## config.mk

```make
export PLATFORM = sky130hd
export DESIGN_NAME = dxt_texel_decoder
export DESIGN_NICKNAME = d
export VERILOG_FILES = /design/src/rtl/dxt_pkg.sv /design/src/rtl/dxt_recip_div.sv /design/src/rtl/dxt_texel_decoder.sv
export SDC_FILE = /design/constraint.sdc
export NUM_CORES = 1
export LEC_CHECK = 0
export ABC_CLOCK_PERIOD_IN_PS = 7800
export BUFFER_PORTS_ARGS = -buffer_cell sky130_fd_sc_hd__buf_4
export CORE_MARGIN = 2
export CORE_UTILIZATION = 40
export CTS_CLUSTER_DIAMETER = 100
export DETAILED_ROUTE_END_ITERATION = 8
export SLEW_MARGIN = 20
export SYNTH_ARGS = -nofsm -noshare
export SYNTH_HDL_FRONTEND = slang
export SYNTH_SLANG_ARGS = --single-unit
```

## constraint.sdc

```tcl
create_clock -name i_clk -period 7.8 [get_ports i_clk]
set_input_delay 1.17 -clock i_clk [delete_from_list [all_inputs] [get_ports i_clk]]
set_output_delay 1.17 -clock i_clk [all_outputs]
set_load 0.03 [all_outputs]
```

## src/rtl/dxt_pkg.sv

```systemverilog
`default_nettype none

package dxt_pkg;

    // Format codes held in the configuration register.
    typedef enum logic [1:0] {
        FMT_DXT1 = 2'd0,
        FMT_DXT3 = 2'd1,
        FMT_DXT5 = 2'd2,
        FMT_RSVD = 2'd3
    } t_format;

    // Constant divisor applied in the last stage.
    typedef enum logic [1:0] {
        DIV_NONE = 2'd0,
        DIV_3    = 2'd1,
        DIV_5    = 2'd2,
        DIV_7    = 2'd3
    } t_div_sel;

    // Two-bit colour codes.
    localparam logic [1:0] CODE_C0   = 2'd0;
    localparam logic [1:0] CODE_C1   = 2'd1;
    localparam logic [1:0] CODE_MIX0 = 2'd2;
    localparam logic [1:0] CODE_MIX1 = 2'd3;

    // Three-bit alpha codes with fixed meaning.
    localparam logic [2:0] ACODE_A0   = 3'd0;
    localparam logic [2:0] ACODE_A1   = 3'd1;
    localparam logic [2:0] ACODE_ZERO = 3'd6;
    localparam logic [2:0] ACODE_FULL = 3'd7;

    localparam int NUM_W = 11;

    // Reciprocals for exact truncating division of numerators below 2048.
    localparam int SHIFT3 = 11;
    localparam int SHIFT5 = 13;
    localparam int SHIFT7 = 14;
    localparam int RECIP3 = (1 << SHIFT3) / 3 + 1;
    localparam int RECIP5 = (1 << SHIFT5) / 5 + 1;
    localparam int RECIP7 = (1 << SHIFT7) / 7 + 1;

    // Endpoint expansion: v*255/31 = 8v + 7v/31, v*255/63 = 4v + v/21.
    localparam int EXP5_SHIFT = 13;
    localparam int EXP6_SHIFT = 10;
    localparam int EXP5_RECIP = (1 << EXP5_SHIFT) / 31 + 1;
    localparam int EXP6_RECIP = (1 << EXP6_SHIFT) / 21 + 1;

    typedef struct packed {
        logic [63:0] color_block;
        logic [63:0] alpha_block;
        logic [1:0]  texel_x;
        logic [1:0]  texel_y;
    } t_texel_in;

    typedef struct packed {
        logic [7:0] alpha_out;
        logic [7:0] red_out;
        logic [7:0] green_out;
        logic [7:0] blue_out;
    } t_texel_out;

    function automatic logic [7:0] exp5(input logic [4:0] v);
        logic [7:0]  seven_v;
        logic [16:0] prod;
        begin
            seven_v = 8'(v) * 8'd7;
            prod    = 17'(seven_v) * 17'(EXP5_RECIP);
            return {v, 3'b000} + 8'(prod >> EXP5_SHIFT);
        end
    endfunction

    function automatic logic [7:0] exp6(input logic [5:0] v);
        logic [11:0] prod;
        begin
            prod = 12'(v) * 12'(EXP6_RECIP);
            return {v, 2'b00} + 8'(prod >> EXP6_SHIFT);
        end
    endfunction

endpackage

`default_nettype wire

```

## src/rtl/dxt_recip_div.sv

```systemverilog
`default_nettype none

module dxt_recip_div (
    input  wire logic [dxt_pkg::NUM_W-1:0] i_num,
    input  wire dxt_pkg::t_div_sel         i_sel,
    output logic [7:0]                     o_quot
);
    import dxt_pkg::*;

    logic [11:0] recip;
    logic [22:0] prod;

    always_comb begin
        unique case (i_sel)
            DIV_3:   recip = 12'(RECIP3);
            DIV_5:   recip = 12'(RECIP5);
            DIV_7:   recip = 12'(RECIP7);
            default: recip = '0;
        endcase
    end

    assign prod = 23'(i_num) * 23'(recip);

    always_comb begin
        unique case (i_sel)
            DIV_3:   o_quot = 8'(prod >> SHIFT3);
            DIV_5:   o_quot = 8'(prod >> SHIFT5);
            DIV_7:   o_quot = 8'(prod >> SHIFT7);
            default: o_quot = i_num[7:0];
        endcase
    end

endmodule

`default_nettype wire

```

## src/rtl/dxt_texel_decoder.sv

```systemverilog
`default_nettype none
// A result strobe follows each accepted item through the stage-one, stage-two and output registers.
// Throughput: one item per cycle, set by the three-stage pipeline (unpack, numerator, divide).
// busy is always low: the pipeline never stalls because the receiver cannot hold results off.
// Reset (i_rst_n low at a clock edge) clears the format register to DXT1 and drops every
// valid bit in flight; payload registers are not reset.

module dxt_texel_decoder (
    input  wire logic               i_clk,
    input  wire logic               i_rst_n,
    input  wire logic               start,
    output logic                    busy,
    input  wire dxt_pkg::t_texel_in i_item,
    input  wire logic               i_cfg_we,
    input  wire logic [1:0]         i_cfg_wdata,
    output logic                    o_valid,
    output dxt_pkg::t_texel_out     o_result
);
    import dxt_pkg::*;

    // Stage one holds the expanded endpoints and the selected codes of the texel.
    typedef struct packed {
        logic [2:0][7:0] p0;
        logic [2:0][7:0] p1;
        logic            four;
        logic [1:0]      code;
        t_format         fmt;
        logic [7:0]      a0;
        logic [7:0]      a1;
        logic [2:0]      k;
        logic [3:0]      nib;
    } t_s1;

    // Stage two holds one numerator and its divisor for each channel, alpha first.
    typedef struct packed {
        logic [3:0][NUM_W-1:0] num;
        t_div_sel [3:0]        sel;
    } t_s2;

    t_format    r_fmt;
    logic       r_v1, r_v2, r_vo;
    t_s1        r_s1, n_s1;
    t_s2        r_s2, n_s2;
    t_texel_out r_out, n_out;
    logic       accept;

    // The pipeline advances every cycle, so the block is never busy.
    assign busy   = 1'b0;
    assign accept = start && !busy;

    always_ff @(posedge i_clk) begin
        if (!i_rst_n) begin
            r_fmt <= FMT_DXT1;
        end else if (i_cfg_we) begin
            r_fmt <= t_format'(i_cfg_wdata);
        end
    end

    always_ff @(posedge i_clk) begin
        if (!i_rst_n) begin
            r_v1 <= 1'b0;
            r_v2 <= 1'b0;
            r_vo <= 1'b0;
        end else begin
            r_v1 <= accept;
            r_v2 <= r_v1;
            r_vo <= r_v2;
        end
    end

    always_ff @(posedge i_clk) begin
        r_s1  <= n_s1;
        r_s2  <= n_s2;
        r_out <= n_out;
    end

    // Stage one: pick out the endpoints, expand them to eight bits and select the
    // texel's colour code and alpha data.
    always_comb begin
        logic [15:0] e0, e1;
        logic [7:0]  row;
        logic [15:0] arow;
        logic [5:0]  apos;
        e0   = i_item.color_block[15:0];
        e1   = i_item.color_block[31:16];
        row  = i_item.color_block[{1'b1, i_item.texel_y, 3'b000} +: 8];
        arow = i_item.alpha_block[{i_item.texel_y, 4'b0000} +: 16];
        apos = 6'd16 + 6'(i_item.texel_y) * 6'd12 + 6'(i_item.texel_x) * 6'd3;

        n_s1.p0[2] = exp5(e0[15:11]);
        n_s1.p0[1] = exp6(e0[10:5]);
        n_s1.p0[0] = exp5(e0[4:0]);
        n_s1.p1[2] = exp5(e1[15:11]);
        n_s1.p1[1] = exp6(e1[10:5]);
        n_s1.p1[0] = exp5(e1[4:0]);
        n_s1.four  = e0 > e1;
        n_s1.code  = row[{i_item.texel_x, 1'b0} +: 2];
        n_s1.fmt   = r_fmt;
        n_s1.a0    = i_item.alpha_block[7:0];
        n_s1.a1    = i_item.alpha_block[15:8];
        n_s1.k     = i_item.alpha_block[apos +: 3];
        n_s1.nib   = arow[{i_item.texel_x, 2'b00} +: 4];
    end

    // Stage two: form each channel's numerator. Colour index 0 is blue, 2 is red.
    always_comb begin
        logic [2:0] c0, c1;
        logic [7:0] pal_alpha;
        for (int i = 0; i < 3; i++) begin
            case (r_s1.code)
                CODE_C0: begin
                    n_s2.num[i] = NUM_W'(r_s1.p0[i]);
                    n_s2.sel[i] = DIV_NONE;
                end
                CODE_C1: begin
                    n_s2.num[i] = NUM_W'(r_s1.p1[i]);
                    n_s2.sel[i] = DIV_NONE;
                end
                CODE_MIX0: begin
                    if (r_s1.four) begin
                        n_s2.num[i] = {r_s1.p0[i], 1'b0} + NUM_W'(r_s1.p1[i]) + 1'b1;
                        n_s2.sel[i] = DIV_3;
                    end else begin
                        n_s2.num[i] = (NUM_W'(r_s1.p0[i]) + NUM_W'(r_s1.p1[i])) >> 1;
                        n_s2.sel[i] = DIV_NONE;
                    end
                end
                default: begin
                    if (r_s1.four) begin
                        n_s2.num[i] = NUM_W'(r_s1.p0[i]) + {r_s1.p1[i], 1'b0} + 1'b1;
                        n_s2.sel[i] = DIV_3;
                    end else begin
                        // Black in three-colour blocks, transparent where alpha comes from the palette.
                        n_s2.num[i] = '0;
                        n_s2.sel[i] = DIV_NONE;
                    end
                end
            endcase
        end

        pal_alpha = (!r_s1.four && r_s1.code == CODE_MIX1) ? 8'd0 : 8'd255;
        c0        = '0;
        c1        = r_s1.k - 3'd1;
        n_s2.sel[3] = DIV_NONE;
        unique case (r_s1.fmt)
            FMT_DXT3: begin
                n_s2.num[3] = NUM_W'({r_s1.nib, r_s1.nib});
            end
            FMT_DXT5: begin
                if (r_s1.k == ACODE_A0) begin
                    n_s2.num[3] = NUM_W'(r_s1.a0);
                end else if (r_s1.k == ACODE_A1) begin
                    n_s2.num[3] = NUM_W'(r_s1.a1);
                end else if (r_s1.a0 > r_s1.a1) begin
                    // Eight-value interpolation in sevenths.
                    c0          = 3'(4'd8 - {1'b0, r_s1.k});
                    n_s2.num[3] = NUM_W'(c0) * NUM_W'(r_s1.a0)
                                + NUM_W'(c1) * NUM_W'(r_s1.a1) + NUM_W'(3);
                    n_s2.sel[3] = DIV_7;
                end else if (r_s1.k == ACODE_ZERO) begin
                    n_s2.num[3] = '0;
                end else if (r_s1.k == ACODE_FULL) begin
                    n_s2.num[3] = NUM_W'(255);
                end else begin
                    // Six-value interpolation in fifths.
                    c0          = 3'(4'd6 - {1'b0, r_s1.k});
                    n_s2.num[3] = NUM_W'(c0) * NUM_W'(r_s1.a0)
                                + NUM_W'(c1) * NUM_W'(r_s1.a1) + NUM_W'(2);
                    n_s2.sel[3] = DIV_5;
                end
            end
            default: begin
                // DXT1 and the reserved code take alpha from the colour palette.
                n_s2.num[3] = NUM_W'(pal_alpha);
            end
        endcase
    end

    // Stage three: one constant divider per channel.
    logic [3:0][7:0] quot;

    for (genvar g = 0; g < 4; g++) begin : g_div
        dxt_recip_div u_div (
            .i_num  (r_s2.num[g]),
            .i_sel  (r_s2.sel[g]),
            .o_quot (quot[g])
        );
    end

    always_comb begin
        n_out.alpha_out = quot[3];
        n_out.red_out   = quot[2];
        n_out.green_out = quot[1];
        n_out.blue_out  = quot[0];
    end

    assign o_valid  = r_vo;
    assign o_result = r_out;

endmodule

`default_nettype wire
```

==> results of run 1 <==
cell families (layout without fill, tap and decap cells):
family	Yosys count	in the layout
mux	139	139
xor+xnor	147	147
simple gates	492	492
flops	157	157
other cells	1	2
fa+ha+maj	774	774
compound gates	454	454
buf+inv	460	604
cell usage after synthesis, drive strengths merged (5+ instances only):
cell      n  area [um2]
a31o      7        61.3
and2     81         509
mux2     13         146
a221o     6        60.1
nand4    18         113
a22oi    11        82.6
or3      12        75.1
a221oi    9        78.8
or2       6        37.5
nor4b     5        43.8
a31oi     8        65.1
nand2   174         653
clkbuf   54         203
inv     391        1470
nand2b   28         175
buf      11        66.3
nand3    11        55.1
o21ai    54         270
mux4     72        1620
nor2b    33         206
a211oi   11        82.6
a21oi   135         676
ha      560        7010
o31a      7        61.3
o31ai    12        90.1
nor2     79         297
dfxtp   157        3140
and3      9        56.3
o211ai   11        82.6
o21bai   36         270
o221ai   24         210
xnor2   105         920
a211o     5        43.8
o22ai     8        50.1
nor3     22         110
fa      214        4280
o21a     12        90.1
mux2i    54         541
a21o     50         375
xor2     42         368
a311oi    8        70.1
final timing paths:
check / from / end / slack [ns] / cells after the start
worst max-delay path: r_s2[6] / o_result[31] / 1.02 / 22
worst min-delay path: r_fmt[0] / r_s1[23] / 0.42 / 0
worst max register to register: r_s2[6] / o_result[31] / 1.02 / 22
worst min register to register: r_fmt[0] / r_s1[23] / 0.42 / 0
flip-flops by register name, indices dropped and copies added (netlist names):
name,flops
r_v2,1
r_fmt,2
o_valid,1
r_s2,44
r_v1,1
o_result,32
r_s1,76
layer usage:
layer / track usage (%) / vias up / part of all wire, %
met5: 0 / - / 0
met4: 5.78 / 0 / 2.1
met3: 2.12 / 93 / 3.8
met2: 33.3 / 464 / 47
met1: 26.2 / 9294 / 47
li1: - / 9386 / -
per-stage QoR:
step	setup slack (ns)	area [um2]	util, %	hold slack (ns)
floorplan	1.93	25300	-	0.330
global placement	1.26	27400	43.7	0.426
detailed placement	1.07	27400	43.7	0.416
CTS	1.06	28100	44.6	0.428
global route	0.569	28100	44.6	0.434
finish	1.02	28100	44.6	0.421
where the power goes:
group | internal [W] | leakage, nW | switching, W
Sequential | 0.000986 | 1.32 | 0.000232
Clock | 0.000492 | 0.300 | 0.000389
Combinational | 0.00302 | 13.4 | 0.00371
Total | 0.00449 | 15.0 | 0.00433
placed cells by master (no fill, tap or decap), drive strengths merged, types with 28 or more instances in the layout:
master	n
inv	398
mux4	72
fa	214
o21bai	36
and2	81
o21ai	54
xnor2	105
xor2	42
mux2i	54
nor2b	33
nand2b	28
buf	177
a21o	50
ha	560
nor2	79
a21oi	135
nand2	174
dfxtp	157
final cells by class:
type | instances | area, um2
antenna | 1 | 2.50
clock buffer | 18 | 439
clock inverter | 14 | 175
fill | 6135 | 34800
inverter | 395 | 1480
multi-input combinational | 2007 | 20400
sequential | 157 | 3140
tap | 846 | 1060
timing repair buffer | 177 | 1330
==> flow_summary.ini, run 1 <==
[run_status]
status = finished, final reports clean

[worst_setup_path]
cp.required_ns = 8.13
path_max_fanout = 20
crit_path_top_delay_cell = ha_1
crit_type = flip-flop to flip-flop
crit_buf_inv = 4
crit_chain = inv_1 > ha_1 > nor2_1 > nor2_1 > nand2_1 > fa_1 > fa_1 > inv_1 > fa_1 > fa_1 > inv_1 > fa_1 > inv_1 > ha_1 > nand2_1 > nor3_1 > a21oi_1 > o31ai_1 > mux2i_1 > o211ai_1 > a221oi_1 > a22oi_1
crit_top_cell = fa_1
cp_slowest_stage_delay_ns = 0.65
critPathLaunchType = flip-flop
critical_path.top_delay_family = adder cells
cp.arrival_ns = 7.11
critPathCaptureType = flip-flop

[detailed_routing]
dr_total_vias = 19200
firstDrtPassIters = 6
drt_iter0_markers = 1074
routed_via_density = 5.32
drt-total-wl_um = 63200
wl_per_cell_um = 17.5
drc_errors = 0
ant_nets = 0

[global_routing]
track_usage_pct = 19.6
antenna_found_initial = 0
grt_max_degree = 68
grt_pass1_wl_um = 104000
globalRouteOverflowTotal = 0
grt_pass1_vias = 20400

[logic_synthesis]
synth_top_family_by_area = adder cells
async_reset_ff_share_pct = 0
yosys.area_share.simple_pct = 9.63
synthXorXnorAreaFrac_pct = 5.09
syn_nets = 3536
synthMuxAreaShare_pct = 9.12
synth_cell_types = 78
synth-edff-count = 0
yosysWarnings = 0
synth_ff_type = dfxtp_1
syn_inst = 2624
avgSynthCellArea_um2 = 9.65
synth_seq_cells = 157
synth_compound_area_share_pct = 12.2
synthAdderAreaFrac_pct = 44.6
ys_seq_area_share_pct = 12.4
synth_area_um2 = 25300

[floorplan]
die_area_um2 = 65300
rows = 92
core_um2 = 62900
initial_core_util_pct = 40.3
pin_count = 172
dieWidth_um = 256
die_y_um = 256

[sta]
fin_setup_tns_ns = 0
fin_skew_ns = 0.0179
final-max-slew-violation-count = 0
fin_crit_ns = 6.78
post-route-period-util_pct = 86.9
worst_pin_slew_ns = 1.01
slew_headroom_pct = 32.3
hold_violations = 0
max_freq_ghz = 0.148
setup_violations = 0
rsz0062_at_grt = false

[clocking]
cts_root_buffer = clkbuf_16
cts.clk_slew.worst_paths_ns = 0.08
cts_tree = built
cts.path.max_buffers = 2
cts_setup_buffers = 0
numCtsBuffers = 17
hold_buffers = 0
ctsResizeCount = 0
clock_latency_ns = 0.48
htreeDepth = 4
cts.sinks = 157

[layout]
nets = 3667
fin_cells = 3615
syn2layout_area_growth_pct = 10.8
drive_above_1_share_pct = 11.4

[power]
p_per_area_nw_per_um2 = 314
vdd_drop_max_uv = 415
finalPower_w = 0.00882
power_leakage_nw = 15.0

[placed_design]
dp.cells = 3582
gp_congestion = 0.906
dp.final_hpwl_um = 53800
portBuffers = 170

[worst_hold_path]
hold_class = flip-flop to flip-flop

[flow_run]
drv_cap = 0
Note: power is estimated with default switching activity, not from simulation.
==> run 2, diff against run 1 <==
--- a/config.mk
+++ b/config.mk
@@ -5,12 +5,14 @@
 export SDC_FILE = /design/constraint.sdc
 export NUM_CORES = 1
 export LEC_CHECK = 0
+export ABC_AREA = 1
 export ABC_CLOCK_PERIOD_IN_PS = 7800
 export BUFFER_PORTS_ARGS = -buffer_cell sky130_fd_sc_hd__buf_4
 export CORE_MARGIN = 2
 export CORE_UTILIZATION = 40
 export CTS_CLUSTER_DIAMETER = 100
 export DETAILED_ROUTE_END_ITERATION = 8
+export RECOVER_POWER = 50
 export SLEW_MARGIN = 20
 export SYNTH_ARGS = -nofsm -noshare
 export SYNTH_HDL_FRONTEND = slang
==> run 2 against run 1 <==
Sequential power barely moved. Non-clock buffer count unchanged. Hold slack worse by 0.070 ns. Largest cell class unchanged. Die area grew 5.6%. The run now ends with capacitance limit, slew limit left. Largest power group unchanged.
==> flow_summary.ini, run 2 <==
[run_status]
status = complete, but fails checks
violations = capacitance limit, slew limit

[logic_synthesis]
synthMuxAreaShare_pct = 0.224
synth_compound_area_share_pct = 13.6
synthXorXnorAreaFrac_pct = 2.78
yosys.area.top_type = ha_1
ys_seq_area_share_pct = 11.7
synth-edff-count = 0
yosysWarnings = 0
async_reset_ff_share_pct = 0
yosys.area_share.simple_pct = 18.6
synth_cell_types = 56
synth_top_family_by_area = adder cells
synthAdderAreaFrac_pct = 42.2
synth_ff_type = dfxtp_1
synth_seq_cells = 157
yosys-top-cells-count = 716 x nand2_1, 650 x inv_1, 560 x ha_1, 224 x a21oi_1, 220 x o21ai_0
synth_top_area_share_pct = 26.2
synth_most_common_cell = nand2_1
synth.area.top_cells = ha_1 26%, fa_1 16%, dfxtp_1 12%, nand2_1 10%, inv_1 9.1%
avgSynthCellArea_um2 = 7.45
syn_inst = 3592
syn_nets = 4504
synth_area_um2 = 26800

[layout]
largest_reg_flops = 76
post-route-util_pct = 44.1
fillCellCount = 6870
nets = 4619
final_cell_mix = 716 x nand2_1, 652 x inv_1, 560 x ha_1
syn2layout_area_growth_pct = 8.82
n_antenna_cell = 0
fin_cells = 4584
layout_commonest_cell = nand2_1
drive_above_1_share_pct = 5.00
regMostFlops = r_s1

[floorplan]
die_area_um2 = 69000
dieWidth_um = 263
core_um2 = 66000
pin_count = 172
die_y_um = 263
initial_core_util_pct = 40.5
rows = 94

[clocking]
cts.clk_slew.worst_paths_ns = 0.07
cts_setup_buffers = 0
cts_tree = built
hold_buffers = 0
htreeDepth = 4
cts.path.max_buffers = 2
clock_latency_ns = 0.50
cts.sinks = 157
numCtsBuffers = 17
ctsResizeCount = 0
cts_root_buffer = clkbuf_16

[placed_design]
dp.cells = 4552
gp_congestion = 0.918
dp.final_hpwl_um = 59800
portBuffers = 170

[sta]
hold_violations = 0
post-route-period-util_pct = 78.6
setup_violations = 0
slew_headroom_pct = -70.8
fin_crit_ns = 6.13
fin_setup_tns_ns = 0
max_freq_ghz = 0.163
rsz0062_at_grt = false
fin_skew_ns = 0.0174
worst_pin_slew_ns = 2.56
final-max-slew-violation-count = 119

[worst_setup_path]
crit_chain = clkbuf_1 > inv_1 > clkbuf_1 > ha_1 > inv_1 > ha_1 > ha_1 > inv_1 > a21oi_1 > o21ai_0 > o221ai_1 > nand2_1 > nor2_1 > nor2_1
cp.arrival_ns = 6.50
crit_buf_inv = 5
crit_type = primary input to flip-flop
path_max_fanout = 62
cp_slowest_stage_delay_ns = 1.79
crit_path_top_delay_cell = clkbuf_1
critPathLaunchType = primary input
critPathCaptureType = flip-flop
critical_path.top_delay_family = buffers and inverters
cp.required_ns = 8.17
regToRegSetupSlack_ns = 1.69

[detailed_routing]
drt_iter0_markers = 1816
drt-total-wl_um = 72200
drc_errors = 0
routed_via_density = 5.16
ant_nets = 0
firstDrtPassIters = 6
dr_total_vias = 23600
wl_per_cell_um = 15.7

[power]
p_per_area_nw_per_um2 = 296
vdd_drop_max_uv = 309
power_leakage_nw = 16.5

[global_routing]
grt_pass1_wl_um = 120000
antenna_found_initial = 1
track_usage_pct = 21.3
grt_max_degree = 101
grt_pass1_vias = 23200
globalRouteOverflowTotal = 0

[flow_run]
drv_cap = 3

[worst_hold_path]
hold_class = flip-flop to flip-flop
==> run 2: cell count changes in the layout (fill, tap and decap cells not counted), sizes merged, moves of 72 or more <==
cell,previous run,this run
nand3,11,169
a21oi,135,228
nor2,79,225
inv,398,666
mux4,72,0
and2,81,6
nand2,174,729
o21ai,54,226
==> run 2: cell type report <==
cell class                      instances  area, um2  share of cell area, %
Clock buffer                           18        429                   1.47
Sequential cell                       157       3140                   10.8
Tap cell                              864       1080                   3.71
Clock inverter                         14        171                  0.589
Multi-Input combinational cell       2696      20700                   71.2
Timing Repair Buffer                  177       1090                   3.74
Inverter                              658       2470                   8.49
==> run 2: final timing paths <==
path / from / to / cells after the start
worst max-delay path: i_item[0] / r_s1[4] / 14
worst min register to register: r_fmt[0] / r_s1[23] / 0
worst min-delay path: r_fmt[0] / r_s1[23] / 0
worst max register to register: r_s2[7] / o_result[30] / 26
==> run 2: cell families after synthesis <==
family	Yosys count
simple gates	1201
fa+ha+maj	774
buf+inv	739
compound gates	629
flops	157
xor+xnor	85
mux	6
other cells	1
==> run 2: routing by layer <==
metal,wire (um),share of wire (%),global-route usage [%],vias to the layer above
met2,33000,46,35.3,609
met4,1590,2.2,6.34,0
li1,-,-,-,12000
met3,2990,4.1,2.14,92
met5,0,0,0,-
met1,34600,48,29.3,11000
==> run 2: worst register-to-register path: stages (launching register included) <==
cell     delay, ns
dfxtp_1       0.35
inv_1         0.11
ha_1          0.64
inv_4         0.21
o21ai_0       0.23
inv_1         0.15
nand2_1       0.10
fa_1          0.44
fa_1          0.55
inv_1         0.06
fa_1          0.50
fa_1          0.54
inv_1         0.05
fa_1          0.52
inv_1         0.04
ha_1          0.31
nand2_1       0.10
nor2_1        0.15
inv_1         0.08
o21ai_0       0.32
nand2_1       0.13
nand3_1       0.09
nand2_1       0.06
nand3_1       0.08
nand3_1       0.08
nand2_1       0.06
nand2_1       0.05
==> run 2: metrics by stage <==
| stage | setup slack [ns] | cell area [um2] | power (W) | hold slack [ns] |
|---|---|---|---|---|
| 3_3_place_gp | 1.87 | 28800 | 0.00765 | 0.335 |
| 6_report | 1.67 | 29100 | 0.00861 | 0.350 |
| 4_1_cts | 1.71 | 29400 | 0.00868 | 0.354 |
| 2_1_floorplan | 2.54 | 26800 | 0.00613 | 0.326 |
| 5_1_grt | 1.15 | 29100 | 0.00969 | 0.356 |
| 3_5_place_dp | 1.73 | 28800 | 0.00774 | 0.339 |
==> run 2: power breakdown <==
group	internal [W]	switching [W]
clock network	0.000458	0.000425
registers	0.000981	0.000218
logic	0.00245	0.00408
total	0.00388	0.00473
